$ cat src/first_fit_bin_packer_defines.svh
// Assertion macros for the first-fit bin packer.
// No dependencies; included by the modules that carry assertions.
`ifndef FIRST_FIT_BIN_PACKER_DEFINES_SVH
`define FIRST_FIT_BIN_PACKER_DEFINES_SVH

`ifndef SYNTHESIS
// Concurrent assertion on an explicit clock and active-low reset
`define FFBP_ASSERT_CLK(lbl, clk, rstn, prop, msg) \
  lbl: assert property (@(posedge clk) disable iff (!rstn) prop) else $error(msg);
// Concurrent assertion on the module's clk_i / rst_ni
`define FFBP_ASSERT(lbl, prop, msg) \
  `FFBP_ASSERT_CLK(lbl, clk_i, rst_ni, prop, msg)
`else
`define FFBP_ASSERT_CLK(lbl, clk, rstn, prop, msg)
`define FFBP_ASSERT(lbl, prop, msg)
`endif

`endif

$ cat src/ffbp_pkg.sv
// Shared types and constants for the first-fit bin packer.
// No dependencies; imported by every module of the block.
`timescale 1ns / 1ps

package ffbp_pkg;

  // Bin table size and derived widths
  localparam int MAX_BINS  = 64;
  localparam int BIN_W     = $clog2(MAX_BINS);
  localparam int CNT_W     = $clog2(MAX_BINS + 1);
  localparam int OUT_BIN_W = 6;

  // Configuration register map
  localparam int CFG_IDX_W = 1;
  localparam logic [CFG_IDX_W-1:0] CFG_BIN_CAPACITY = 1'd0;
  localparam logic [CFG_IDX_W-1:0] CFG_BUDGET_LIMIT = 1'd1;

  localparam logic [15:0] CAPACITY_RESET = 16'd1572;
  localparam logic [31:0] BUDGET_RESET   = 32'hFFFF_FFFF;

  typedef struct packed {
    logic [15:0] item_id;
    logic [15:0] item_weight;
    logic        check_budget;
  } item_t;

  typedef struct packed {
    logic [15:0]          placed_id;
    logic [OUT_BIN_W-1:0] bin_index;
    logic                 placed;
    logic                 opened_bin;
    logic                 over_budget;
    logic                 table_full;
    logic [31:0]          total_packed;
  } result_t;

  // Controller -> datapath commands
  typedef struct packed {
    logic load_item;
    logic scan_init;
    logic scan_run;
    logic commit_fit;
    logic commit_open;
    logic reject_over;
    logic reject_full;
  } ctrl_cmd_t;

  // Datapath -> controller status
  typedef struct packed {
    logic over_budget;
    logic fit_hit;
    logic scan_done;
    logic table_full;
  } dp_status_t;

endpackage

$ cat src/ffbp_datapath.sv
// Datapath of the first-fit bin packer: config registers, bin fill memory,
// scan counter, budget and fit compares, totals and the result register.
// Depends on ffbp_pkg.
`timescale 1ns / 1ps

module ffbp_datapath
  import ffbp_pkg::*;
(
  input  logic                 clk_i,
  input  logic                 rst_ni,
  input  logic                 cfg_we_i,
  input  logic [CFG_IDX_W-1:0] cfg_index_i,
  input  logic [31:0]          cfg_data_i,
  input  item_t                item_i,
  input  ctrl_cmd_t            cmd_i,
  output dp_status_t           status_o,
  output result_t              result_o
);

  logic [15:0]      capacity_q;
  logic [31:0]      budget_q;
  item_t            item_q;
  logic [31:0]      total_q, total_d;
  logic [CNT_W-1:0] bins_open_q;
  logic [CNT_W-1:0] rd_idx_q;
  logic [BIN_W-1:0] cmp_idx_q;
  logic             pend_q;
  logic [15:0]      rd_data_q;
  logic             rd_vld_q;
  logic [MAX_BINS-1:0] fill_vld_q;
  logic [15:0]      fill_mem [MAX_BINS];
  result_t          result_q;

  logic [32:0]      sum_total;
  logic [15:0]      cur_fill;
  logic [16:0]      fit_sum;
  logic             rd_en;
  logic             wr_en;
  logic [BIN_W-1:0] wr_addr;
  logic [15:0]      wr_data;
  logic [BIN_W-1:0] open_idx;

  // Configuration registers
  always_ff @(posedge clk_i or negedge rst_ni) begin
    if (!rst_ni) begin
      capacity_q <= CAPACITY_RESET;
      budget_q   <= BUDGET_RESET;
    end else if (cfg_we_i) begin
      unique case (cfg_index_i)
        CFG_BIN_CAPACITY: capacity_q <= cfg_data_i[15:0];
        CFG_BUDGET_LIMIT: budget_q   <= cfg_data_i;
        default: ;
      endcase
    end
  end

  // Item capture
  always_ff @(posedge clk_i) begin
    if (cmd_i.load_item) begin
      item_q <= item_i;
    end
  end

  // Budget test and saturating total
  assign sum_total = {1'b0, total_q} + {17'd0, item_q.item_weight};
  assign total_d   = sum_total[32] ? 32'hFFFF_FFFF : sum_total[31:0];

  // Fit compare on the registered fill read
  assign cur_fill = rd_vld_q ? rd_data_q : 16'd0;
  assign fit_sum  = {1'b0, cur_fill} + {1'b0, item_q.item_weight};

  assign rd_en = cmd_i.scan_run && (rd_idx_q < bins_open_q);

  assign status_o.over_budget = item_q.check_budget && (sum_total > {1'b0, budget_q});
  assign status_o.fit_hit     = pend_q && (fit_sum <= {1'b0, capacity_q});
  assign status_o.scan_done   = !pend_q && !(rd_idx_q < bins_open_q);
  assign status_o.table_full  = (bins_open_q == CNT_W'(MAX_BINS));

  // Scan counter: one read issued per cycle, compared in the cycle after
  always_ff @(posedge clk_i or negedge rst_ni) begin
    if (!rst_ni) begin
      rd_idx_q  <= '0;
      cmp_idx_q <= '0;
      pend_q    <= 1'b0;
    end else if (cmd_i.scan_init) begin
      rd_idx_q <= '0;
      pend_q   <= 1'b0;
    end else if (cmd_i.scan_run) begin
      pend_q <= rd_en;
      if (rd_en) begin
        rd_idx_q  <= rd_idx_q + CNT_W'(1);
        cmp_idx_q <= rd_idx_q[BIN_W-1:0];
      end
    end
  end

  // Bin fill memory
  assign open_idx = bins_open_q[BIN_W-1:0];
  assign wr_en    = cmd_i.commit_fit || cmd_i.commit_open;
  assign wr_addr  = cmd_i.commit_fit ? cmp_idx_q : open_idx;
  assign wr_data  = cmd_i.commit_fit ? fit_sum[15:0] : item_q.item_weight;

  always_ff @(posedge clk_i) begin
    if (wr_en) begin
      fill_mem[wr_addr] <= wr_data;
    end
  end

  always_ff @(posedge clk_i) begin
    if (rd_en) begin
      rd_data_q <= fill_mem[rd_idx_q[BIN_W-1:0]];
    end
  end

  // Entry valid bits; an unwritten bin reads as empty
  always_ff @(posedge clk_i or negedge rst_ni) begin
    if (!rst_ni) begin
      fill_vld_q <= '0;
      rd_vld_q   <= 1'b0;
    end else begin
      if (wr_en) begin
        fill_vld_q[wr_addr] <= 1'b1;
      end
      if (rd_en) begin
        rd_vld_q <= fill_vld_q[rd_idx_q[BIN_W-1:0]];
      end
    end
  end

  // Bin count and packed total
  always_ff @(posedge clk_i or negedge rst_ni) begin
    if (!rst_ni) begin
      bins_open_q <= CNT_W'(1);
      total_q     <= '0;
    end else begin
      if (cmd_i.commit_open) begin
        bins_open_q <= bins_open_q + CNT_W'(1);
      end
      if (wr_en) begin
        total_q <= total_d;
      end
    end
  end

  // Result register
  always_ff @(posedge clk_i) begin
    if (wr_en || cmd_i.reject_over || cmd_i.reject_full) begin
      result_q.placed_id    <= item_q.item_id;
      result_q.bin_index    <= cmd_i.commit_fit  ? OUT_BIN_W'(cmp_idx_q) :
                               cmd_i.commit_open ? OUT_BIN_W'(open_idx) : '0;
      result_q.placed       <= wr_en;
      result_q.opened_bin   <= cmd_i.commit_open;
      result_q.over_budget  <= cmd_i.reject_over;
      result_q.table_full   <= cmd_i.reject_full;
      result_q.total_packed <= wr_en ? total_d : total_q;
    end
  end

  assign result_o = result_q;

endmodule

$ cat src/ffbp_ctrl.sv
// Controller of the first-fit bin packer: sequences budget check, bin scan
// and commit, and raises the one-cycle result strobe.
// Depends on ffbp_pkg and first_fit_bin_packer_defines.svh.
`timescale 1ns / 1ps
`include "first_fit_bin_packer_defines.svh"

module ffbp_ctrl
  import ffbp_pkg::*;
(
  input  logic       clk_i,
  input  logic       rst_ni,
  input  logic       start_i,
  input  dp_status_t status_i,
  output ctrl_cmd_t  cmd_o,
  output logic       busy_o,
  output logic       result_valid_o
);

  typedef enum logic [1:0] {
    ST_IDLE,
    ST_CHECK,
    ST_SCAN
  } state_e;

  state_e state_q, state_d;
  logic   valid_q, valid_d;

  // Next state and commands
  always_comb begin
    state_d = state_q;
    valid_d = 1'b0;
    cmd_o   = '0;
    unique case (state_q)
      ST_IDLE: begin
        if (start_i) begin
          cmd_o.load_item = 1'b1;
          state_d         = ST_CHECK;
        end
      end
      ST_CHECK: begin
        if (status_i.over_budget) begin
          cmd_o.reject_over = 1'b1;
          valid_d           = 1'b1;
          state_d           = ST_IDLE;
        end else begin
          cmd_o.scan_init = 1'b1;
          state_d         = ST_SCAN;
        end
      end
      ST_SCAN: begin
        cmd_o.scan_run = 1'b1;
        if (status_i.fit_hit) begin
          cmd_o.commit_fit = 1'b1;
          valid_d          = 1'b1;
          state_d          = ST_IDLE;
        end else if (status_i.scan_done) begin
          if (status_i.table_full) begin
            cmd_o.reject_full = 1'b1;
          end else begin
            cmd_o.commit_open = 1'b1;
          end
          valid_d = 1'b1;
          state_d = ST_IDLE;
        end
      end
      default: begin
        state_d = ST_IDLE;
      end
    endcase
  end

  // State and result strobe
  always_ff @(posedge clk_i or negedge rst_ni) begin
    if (!rst_ni) begin
      state_q <= ST_IDLE;
      valid_q <= 1'b0;
    end else begin
      state_q <= state_d;
      valid_q <= valid_d;
    end
  end

  assign busy_o         = (state_q != ST_IDLE);
  assign result_valid_o = valid_q;

  `FFBP_ASSERT(a_strobe_single, valid_q |=> !valid_q, "result strobe held two cycles")
  `FFBP_ASSERT(a_accept_busy, (start_i && !busy_o) |=> busy_o, "accepted item not busy")
  `FFBP_ASSERT(a_strobe_idle, valid_q |-> (state_q == ST_IDLE), "strobe while working")

endmodule

$ cat src/first_fit_bin_packer.sv
// Top level of the first-fit bin packer: controller plus datapath.
// Depends on ffbp_pkg, ffbp_ctrl and ffbp_datapath.
//
// Channel   Handshake                      Payload
// --------  -----------------------------  -----------------------------
// item      start, busy                    item_i (item_t)
// result    result_valid_o (1-cycle)       result_o (result_t)
// config    cfg_valid_i, cfg_ready_o       cfg_index_i, cfg_data_i
//
// The strobe follows the check state for an over-budget item; otherwise the
// open bins are scanned in order and the strobe follows the first bin that
// fits, or the end of the scan when none of them fits (new bin or table full).
// The bin scan reads one fill a cycle from the fill memory.
// busy falls in the strobe cycle; a new start is taken that cycle.
// The result lasts one cycle and cannot be stalled; register writes are
// taken only while busy is low.
// Reset is asynchronous; no clearing pass, the bin table is ready at once.
`timescale 1ns / 1ps

module first_fit_bin_packer
  import ffbp_pkg::*;
(
  input  logic                 clk_i,
  input  logic                 rst_ni,
  input  logic                 start,
  output logic                 busy,
  input  item_t                item_i,
  output logic                 result_valid_o,
  output result_t              result_o,
  input  logic                 cfg_valid_i,
  output logic                 cfg_ready_o,
  input  logic [CFG_IDX_W-1:0] cfg_index_i,
  input  logic [31:0]          cfg_data_i
);

  ctrl_cmd_t  cmd;
  dp_status_t status;

  // Register writes are taken only with no item in flight
  assign cfg_ready_o = !busy;

  ffbp_ctrl u_ctrl (
    .clk_i          (clk_i),
    .rst_ni         (rst_ni),
    .start_i        (start),
    .status_i       (status),
    .cmd_o          (cmd),
    .busy_o         (busy),
    .result_valid_o (result_valid_o)
  );

  ffbp_datapath u_datapath (
    .clk_i       (clk_i),
    .rst_ni      (rst_ni),
    .cfg_we_i    (cfg_valid_i && cfg_ready_o),
    .cfg_index_i (cfg_index_i),
    .cfg_data_i  (cfg_data_i),
    .item_i      (item_i),
    .cmd_i       (cmd),
    .status_o    (status),
    .result_o    (result_o)
  );

endmodule

$ cat config.mk
export PLATFORM = sky130hd
export DESIGN_NAME = first_fit_bin_packer
export DESIGN_NICKNAME = d
export VERILOG_FILES = /design/src/ffbp_pkg.sv /design/src/ffbp_datapath.sv /design/src/ffbp_ctrl.sv /design/src/first_fit_bin_packer.sv
export VERILOG_INCLUDE_DIRS = /design/src /design/src/src
export SDC_FILE = /design/constraint.sdc
export NUM_CORES = 1
export LEC_CHECK = 0
export ABC_AREA = 1
export BUFFER_PORTS_ARGS = -buffer_cell sky130_fd_sc_hd__buf_2
export CAP_MARGIN = 20
export CORE_UTILIZATION = 35
export CTS_CLUSTER_DIAMETER = 120
export DETAILED_ROUTE_END_ITERATION = 16
export PLACE_DENSITY = 0.48
export SLEW_MARGIN = 25
export SYNTH_ARGS = -nofsm -noshare
export SYNTH_HDL_FRONTEND = slang
export SYNTH_SLANG_ARGS = --single-unit
$ cat constraint.sdc
create_clock -name clk_i -period 8.55 [get_ports clk_i]
set_input_delay 2.565 -clock clk_i [delete_from_list [all_inputs] [get_ports clk_i]]
set_output_delay 2.565 -clock clk_i [all_outputs]
set_load 0.1 [all_outputs]
==> results of run 1 <==
==> synth_stat cells, drive strengths merged (5+ instances only) <==
library cell  number  area share
o22ai            160       0.019
inv              297       0.021
ha                93       0.022
a221o             12      0.0022
o21ai            609       0.057
nand2            486       0.034
nand3            113       0.011
a21boi             5     0.00070
o211ai            35      0.0049
o22a              17      0.0028
nor3              22      0.0020
a21oi            158       0.015
a21o               6     0.00084
nor2             606       0.043
edfxtp          1131        0.63
buf               46      0.0037
a31oi             37      0.0043
o221ai            98       0.016
xor2              45      0.0073
xnor2              9      0.0015
clkbuf           205       0.014
nand4             22      0.0028
dfstp             37       0.018
dfrtp            132       0.061
==> power groups by stage <==
| stage | clock [mW] | combinational (mW) | sequential, mW |
|---|---|---|---|
| 5_1_grt | 6.63 | 6.87 | 8.11 |
| 4_1_cts | 6.39 | 6.34 | 8.06 |
| 2_1_floorplan | 0 | 3.48 | 8.82 |
| 6_report | 6.27 | 6.27 | 8.06 |
| 3_5_place_dp | 0 | 6.32 | 8.19 |
| 3_3_place_gp | 0 | 6.29 | 8.19 |
==> how the worst min path moves through the flow <==
stage | start | to | slack (ps)
final | u_datapath.item_q[20]$_DFFE_PP_ | u_datapath.result_o[45]$_DFFE_PP_ | 420
after global routing | u_datapath.item_q[18]$_DFFE_PP_ | u_datapath.result_o[43]$_DFFE_PP_ | 430
after CTS | u_datapath.item_q[20]$_DFFE_PP_ | u_datapath.result_o[45]$_DFFE_PP_ | 420
after detailed placement | u_datapath.item_q[20]$_DFFE_PP_ | u_datapath.result_o[45]$_DFFE_PP_ | 410
after global placement | u_datapath.item_q[19]$_DFFE_PP_ | u_datapath.result_o[44]$_DFFE_PP_ | 400
after floorplan | u_datapath.item_q[17]$_DFFE_PP_ | u_datapath.result_o[42]$_DFFE_PP_ | 400
==> stage by stage <==
stage          hold WS [ps]  cells
4_1_cts                 418   6634
3_5_place_dp            405   6366
2_1_floorplan           400   4405
3_3_place_gp            401   6365
6_report                416   6635
5_1_grt                 429   6634
==> sequential cells by signal, summed over array words and instances, names as in the netlist <==
| signal | count |
|---|---|
| u_datapath.fill_mem | 1024 |
| u_ctrl.state_q | 2 |
| u_datapath.budget_q | 32 |
| u_datapath.total_q | 32 |
| u_datapath.fill_vld_q | 64 |
| u_datapath.rd_vld_q | 1 |
| u_datapath.rd_idx_q | 7 |
| u_datapath.rd_data_q | 16 |
| u_datapath.item_q | 33 |
| u_datapath.bins_open_q | 7 |
| u_datapath.cmp_idx_q | 6 |
| u_ctrl.result_valid_o | 1 |
| u_datapath.pend_q | 1 |
| u_datapath.result_o | 58 |
| u_datapath.capacity_q | 16 |
==> kinds of logic after synthesis <==
group,count (synthesis),share of synthesized area
AO/OA/AOI/OAI,1150,0.124
XOR/XNOR,54,0.00880
adder cells (fa/ha/maj),95,0.0224
buffers and inverters,549,0.0389
flip-flops,1300,0.711
AND/OR/NAND/NOR,1257,0.0944
==> area by class of cell <==
type / count / area, um^2
fillers: 14400 / 90900
flip-flops and latches: 1300 / 38200
multi-input cells: 2556 / 13500
clock buffers: 204 / 4120
well taps: 2030 / 2540
inverters: 298 / 1130
repair buffers: 182 / 1120
clock inverters: 64 / 659
diodes: 1 / 2.50
==> routing by layer <==
metal,wire (um),share of wire,vias up
met5,0,0,-
met4,3950,0.024,0
met1,72300,0.45,17400
met2,76800,0.47,986
met3,9030,0.056,196
li1,-,-,16100
==> results.ini, run 1 <==
[logic_synthesis]
seq_area_frac_synth = 0.711
netlist-cell-type-count = 46
synth_seq_cells = 1300
synth_area_um2 = 53700
synth_cells = 4405
synth_ff_type = edfxtp_1
async_flop_share = 0.130
yosysWarnings = 0
synth_edf_count = 1131
avgSynthCellArea_um2 = 12.2
syn_nets = 4570

[sta]
slew_headroom = 0.250
finalCriticalPeriod_ps = 7060
hold_viol_final = 0
worstMarginPinSlew_ps = 1110
post-route-period-util = 0.825
slew_violations = 0
final.setup.tns_ps = 0
rsz0062_at_grt = no
report.final.setup_viol = 0
fmax_mhz = 142
finalClockSkew_ps = 26.1
setup_slack_ps = 1490

[setup_path]
cp_top_family = simple AND/OR/NAND/NOR gates
cp.required_ps = 8990
setup.worst_path.end = u_datapath.result_o[46]$_DFFE_PP_
endpoint_kind = register
critPathKind = register to register
critical_path_arrival_ps = 7490
path_buf_inv = 5
crit_path_frequent_cell = nand2_1
r2r_end = u_datapath.result_o[46]$_DFFE_PP_
cp-start-kind = register
critPathSlowestCell = inv_1
path_depth = 28
worstPathMaxFanout = 37
cpPeakStageDelay_ps = 910
r2r.worst_path.cells = 28
r2r_slack_ps = 1490
startpoint = u_datapath.rd_vld_q$_DFFE_PN0P_
regToRegStartpoint = u_datapath.rd_vld_q$_DFFE_PN0P_

[detailed_routing]
vias = 34700
ant_nets = 0
wl_per_cell_um = 24.4
routed_wl_um = 162000
drt_iter0_markers = 3211
firstDrtPassIters = 7
drc = 0
via_per_inst = 5.23

[floorplanning]
coreArea_um2 = 152000
pin_count = 131
row_count = 143
die_h_um = 394
dieArea_um2 = 155000
start_util = 0.353
fp.dieW_um = 394

[run]
maxCapViolations = 0

[grt]
grt_use_met3 = 0.0366
antenna_found_initial = 3
grt-ovfl-total = 0
grt_util_all_layers = 0.206
grt_max_degree = 183
grt_pass1_wl_um = 236000
grt-busiest-layer = met2
use_met1 = 0.283
met2_usage = 0.334
grt_pass1_vias = 33400

[power]
leakagePower_nw = 22.3
p_total_mw = 20.6
p_int_mw = 13.0
powerDensity_nw_per_um2 = 336
pwr-share-seq = 0.391
power_frac_clock = 0.304
vdd_ir_drop_max_mv = 0.208
switching_share = 0.368
netSwitchingPower_mw = 7.58
p_comb_frac = 0.304

[placement]
gp_congestion = 0.846
io_buffers = 130
placed_area_um2 = 56600
preCtsSetupSlack_ps = 1580
hpwl_um = 100000

[final_layout]
final_common_cell = edfxtp_1
post-route-util = 0.403
area_delta_synth_final_pct = 14.1
final_cell_area_um2 = 61300
nets = 4648
layout-drive-gt1-share = 0.108
layout_common_cells = edfxtp_1 (1131), o21ai_0 (605), nor2_1 (588)

[clock_network]
path_clk_slew_ps = 50
cts_made_buffers = 145
clk_latency_ps = 790
cts_tree = built
htree_levels = 4
clkSinkCount = 1300
cts-root-buf = clkbuf_16
postCtsHoldBufs = 0
ctsLongestPathBuffers = 3
post_cts_buffers = 0
cts_resized = 0

[worst_hold_path]
whs_path_depth = 0
worstHoldPathType = register to register

[status]
outcome = finished, final reports clean

(Power assumes the default switching activity.)
==> run 2, diff against run 1 <==
Clock period 8.55 ns to 6.7 ns, I/O delays scaled along.
==> run 2 against run 1 <==
Final cell count up 0.17%. Register-to-register slack got worse by 950 ps. Combinational power increased by 30%. Sequential share of layout area fell by 0.29 points. Final area is 0.46% higher. Core utilization is 0.19 points higher. Critical path type unchanged.
==> results.ini, run 2 (synthesis results as in run 1) <==
[status]
outcome = finished, final reports clean

[clock_network]
postCtsHoldBufs = 0  ; unchanged
ctsLongestPathBuffers = 3  ; unchanged
path_clk_slew_ps = 60  ; about the same
clkSinkCount = 1300  ; unchanged
cts-root-buf = clkbuf_16
clk_latency_ps = 790  ; about the same
htree_levels = 4  ; unchanged
cts_tree = built
cts_made_buffers = 143  ; -1.4%

[power]
power_frac_clock = 0.294  ; -0.010
powerDensity_nw_per_um2 = 424  ; +26%
netSwitchingPower_mw = 9.73  ; +28%
p_total_mw = 26.1  ; +27%
p_comb_frac = 0.311  ; +0.007
switching_share = 0.372  ; +0.00466
pwr-share-seq = 0.395  ; +0.004
p_int_mw = 16.4  ; +26%
leakagePower_nw = 21.8  ; -2.3%
vdd_ir_drop_max_mv = 0.248  ; +19%

[setup_path]
critPathSlowestCell = dfrtp_1
critPathKind = register to register
worstPathMaxFanout = 17  ; -54%
crit_path_frequent_cell = nand2_1
cp-start-kind = register
endpoint_kind = register
cpPeakStageDelay_ps = 700  ; -210 ps
cp_top_family = simple AND/OR/NAND/NOR gates
cp.required_ps = 7130  ; -1860 ps
path_buf_inv = 3  ; -2
critical_path_arrival_ps = 6580  ; -910 ps

[sta]
report.final.setup_viol = 0  ; unchanged
post-route-period-util = 0.919  ; +0.0937
final.setup.tns_ps = 0  ; unchanged
slew_headroom = 0.325  ; +0.0753
finalClockSkew_ps = 37.8  ; +11.7 ps
fmax_mhz = 162  ; +15%
slew_violations = 0  ; unchanged
hold_viol_final = 0  ; unchanged
rsz0062_at_grt = no
worstMarginPinSlew_ps = 1010  ; -103 ps
finalCriticalPeriod_ps = 6160  ; -899 ps

[final_layout]
nets = 4662  ; +0.30%
final_common_cell = edfxtp_1
largest_register_ffs = 1024  ; unchanged
layout_common_cells = edfxtp_1 (1131), o21ai_0 (606), nor2_1 (588)
post-route-util = 0.405  ; +0.00187
layout-drive-gt1-share = 0.117  ; +0.00949
area_delta_synth_final_pct = 14.7
registers.top_by_ff_count = u_datapath.fill_mem

[detailed_routing]
ant_nets = 0  ; unchanged
vias = 35100  ; +1.2%
drt_iter0_markers = 3030  ; -5.6%
wl_per_cell_um = 24.8  ; +1.4%
routed_wl_um = 165000  ; +1.6%
drc = 0  ; unchanged
firstDrtPassIters = 5  ; -2
via_per_inst = 5.28  ; +1.0%

[grt]
grt_max_degree = 193  ; +5.5%
grt_pass1_wl_um = 240000  ; +1.7%
grt-ovfl-total = 0  ; unchanged
antenna_found_initial = 2  ; -1
grt_pass1_vias = 33800  ; +1.1%
grt_util_all_layers = 0.209  ; +0.00269

[floorplanning]
start_util = 0.353  ; unchanged
dieArea_um2 = 155000  ; unchanged
coreArea_um2 = 152000  ; unchanged
die_h_um = 394  ; unchanged
fp.dieW_um = 394  ; unchanged
pin_count = 131  ; unchanged
row_count = 143  ; unchanged

[run]
maxCapViolations = 0  ; unchanged

[worst_hold_path]
worstHoldPathType = register to register

[placement]
hpwl_um = 103000  ; +2.6%
io_buffers = 130  ; unchanged
gp_congestion = 0.864  ; +2.2%

[run 2: through the flow]
| step | area [um^2] | hold slack, ps | instances | worst slack, ps |
|---|---|---|---|---|
| global placement | 56800 | 402 | 6376 | 344 |
| finish | 61600 | 417 | 6646 | 543 |
| CTS | 61400 | 419 | 6640 | 250 |
| floorplan | 53700 | 400 | 4405 | 394 |
| detailed placement | 56800 | 405 | 6377 | 264 |
| global route | 61600 | 427 | 6645 | 7.26 |
[run 2: layer usage]
layer	GRT usage	routed length, um	up-vias
met5	0	0	-
met4	0.0674	4720	0
met3	0.0296	8500	211
met2	0.330	76500	1051
met1	0.297	75000	17700
li1	-	-	16100
[run 2: area by class of cell]
cell class	instances	area [um^2]
inverter	298	1330
antenna	1	2.50
sequential	1300	38200
clock inverter	59	513
multi-input combinational	2556	13500
timing repair buffer	198	1470
fill	14300	90600
clock buffer	204	4020
tap	2030	2540
[run 2: timing repair]
item	4_1_cts	5_1_grt
buffers inserted	0	5
resized for setup	0	52
endpoints found under the setup margin	0	824
[run 2: final timing paths]
check / from / to / slack, ps / cells past startpoint
setup reg to reg: u_datapath.rd_vld_q$_DFFE_PN0P_ / u_datapath.fill_mem[42][8]$_DFFE_PP_ / 540 / 28
max in group asynchronous: rst_ni / u_datapath.total_q[26]$_DFF_PN0_ / 4160 / 2
hold / removal: u_datapath.item_q[18]$_DFFE_PP_ / u_datapath.result_o[43]$_DFFE_PP_ / 420 / 0
min in group asynchronous: rst_ni / u_datapath.total_q[9]$_DFF_PN0_ / 1230 / 1
setup / recovery: u_datapath.rd_vld_q$_DFFE_PN0P_ / u_datapath.fill_mem[42][8]$_DFFE_PP_ / 540 / 28
hold reg to reg: u_datapath.item_q[18]$_DFFE_PP_ / u_datapath.result_o[43]$_DFFE_PP_ / 420 / 0
[run 2: worst register-to-register path: cells and delay by family, from the launching register on]
kind / cells / cell delay, ps
simple gates: 18 / 2920
flops: 1 / 700
fa+ha+maj: 2 / 580
compound gates: 4 / 910
xor+xnor: 1 / 170
buf+inv: 3 / 530
[run 2: power groups by stage]
stage	Sequential [mW]	Combinational, mW	Clock [mW]
6_report	10.3	8.13	7.69
5_1_grt	10.4	8.88	8.16
4_1_cts	10.3	8.20	7.84
3_5_place_dp	10.5	8.18	0
3_3_place_gp	10.5	8.16	0
2_1_floorplan	11.3	4.44	0
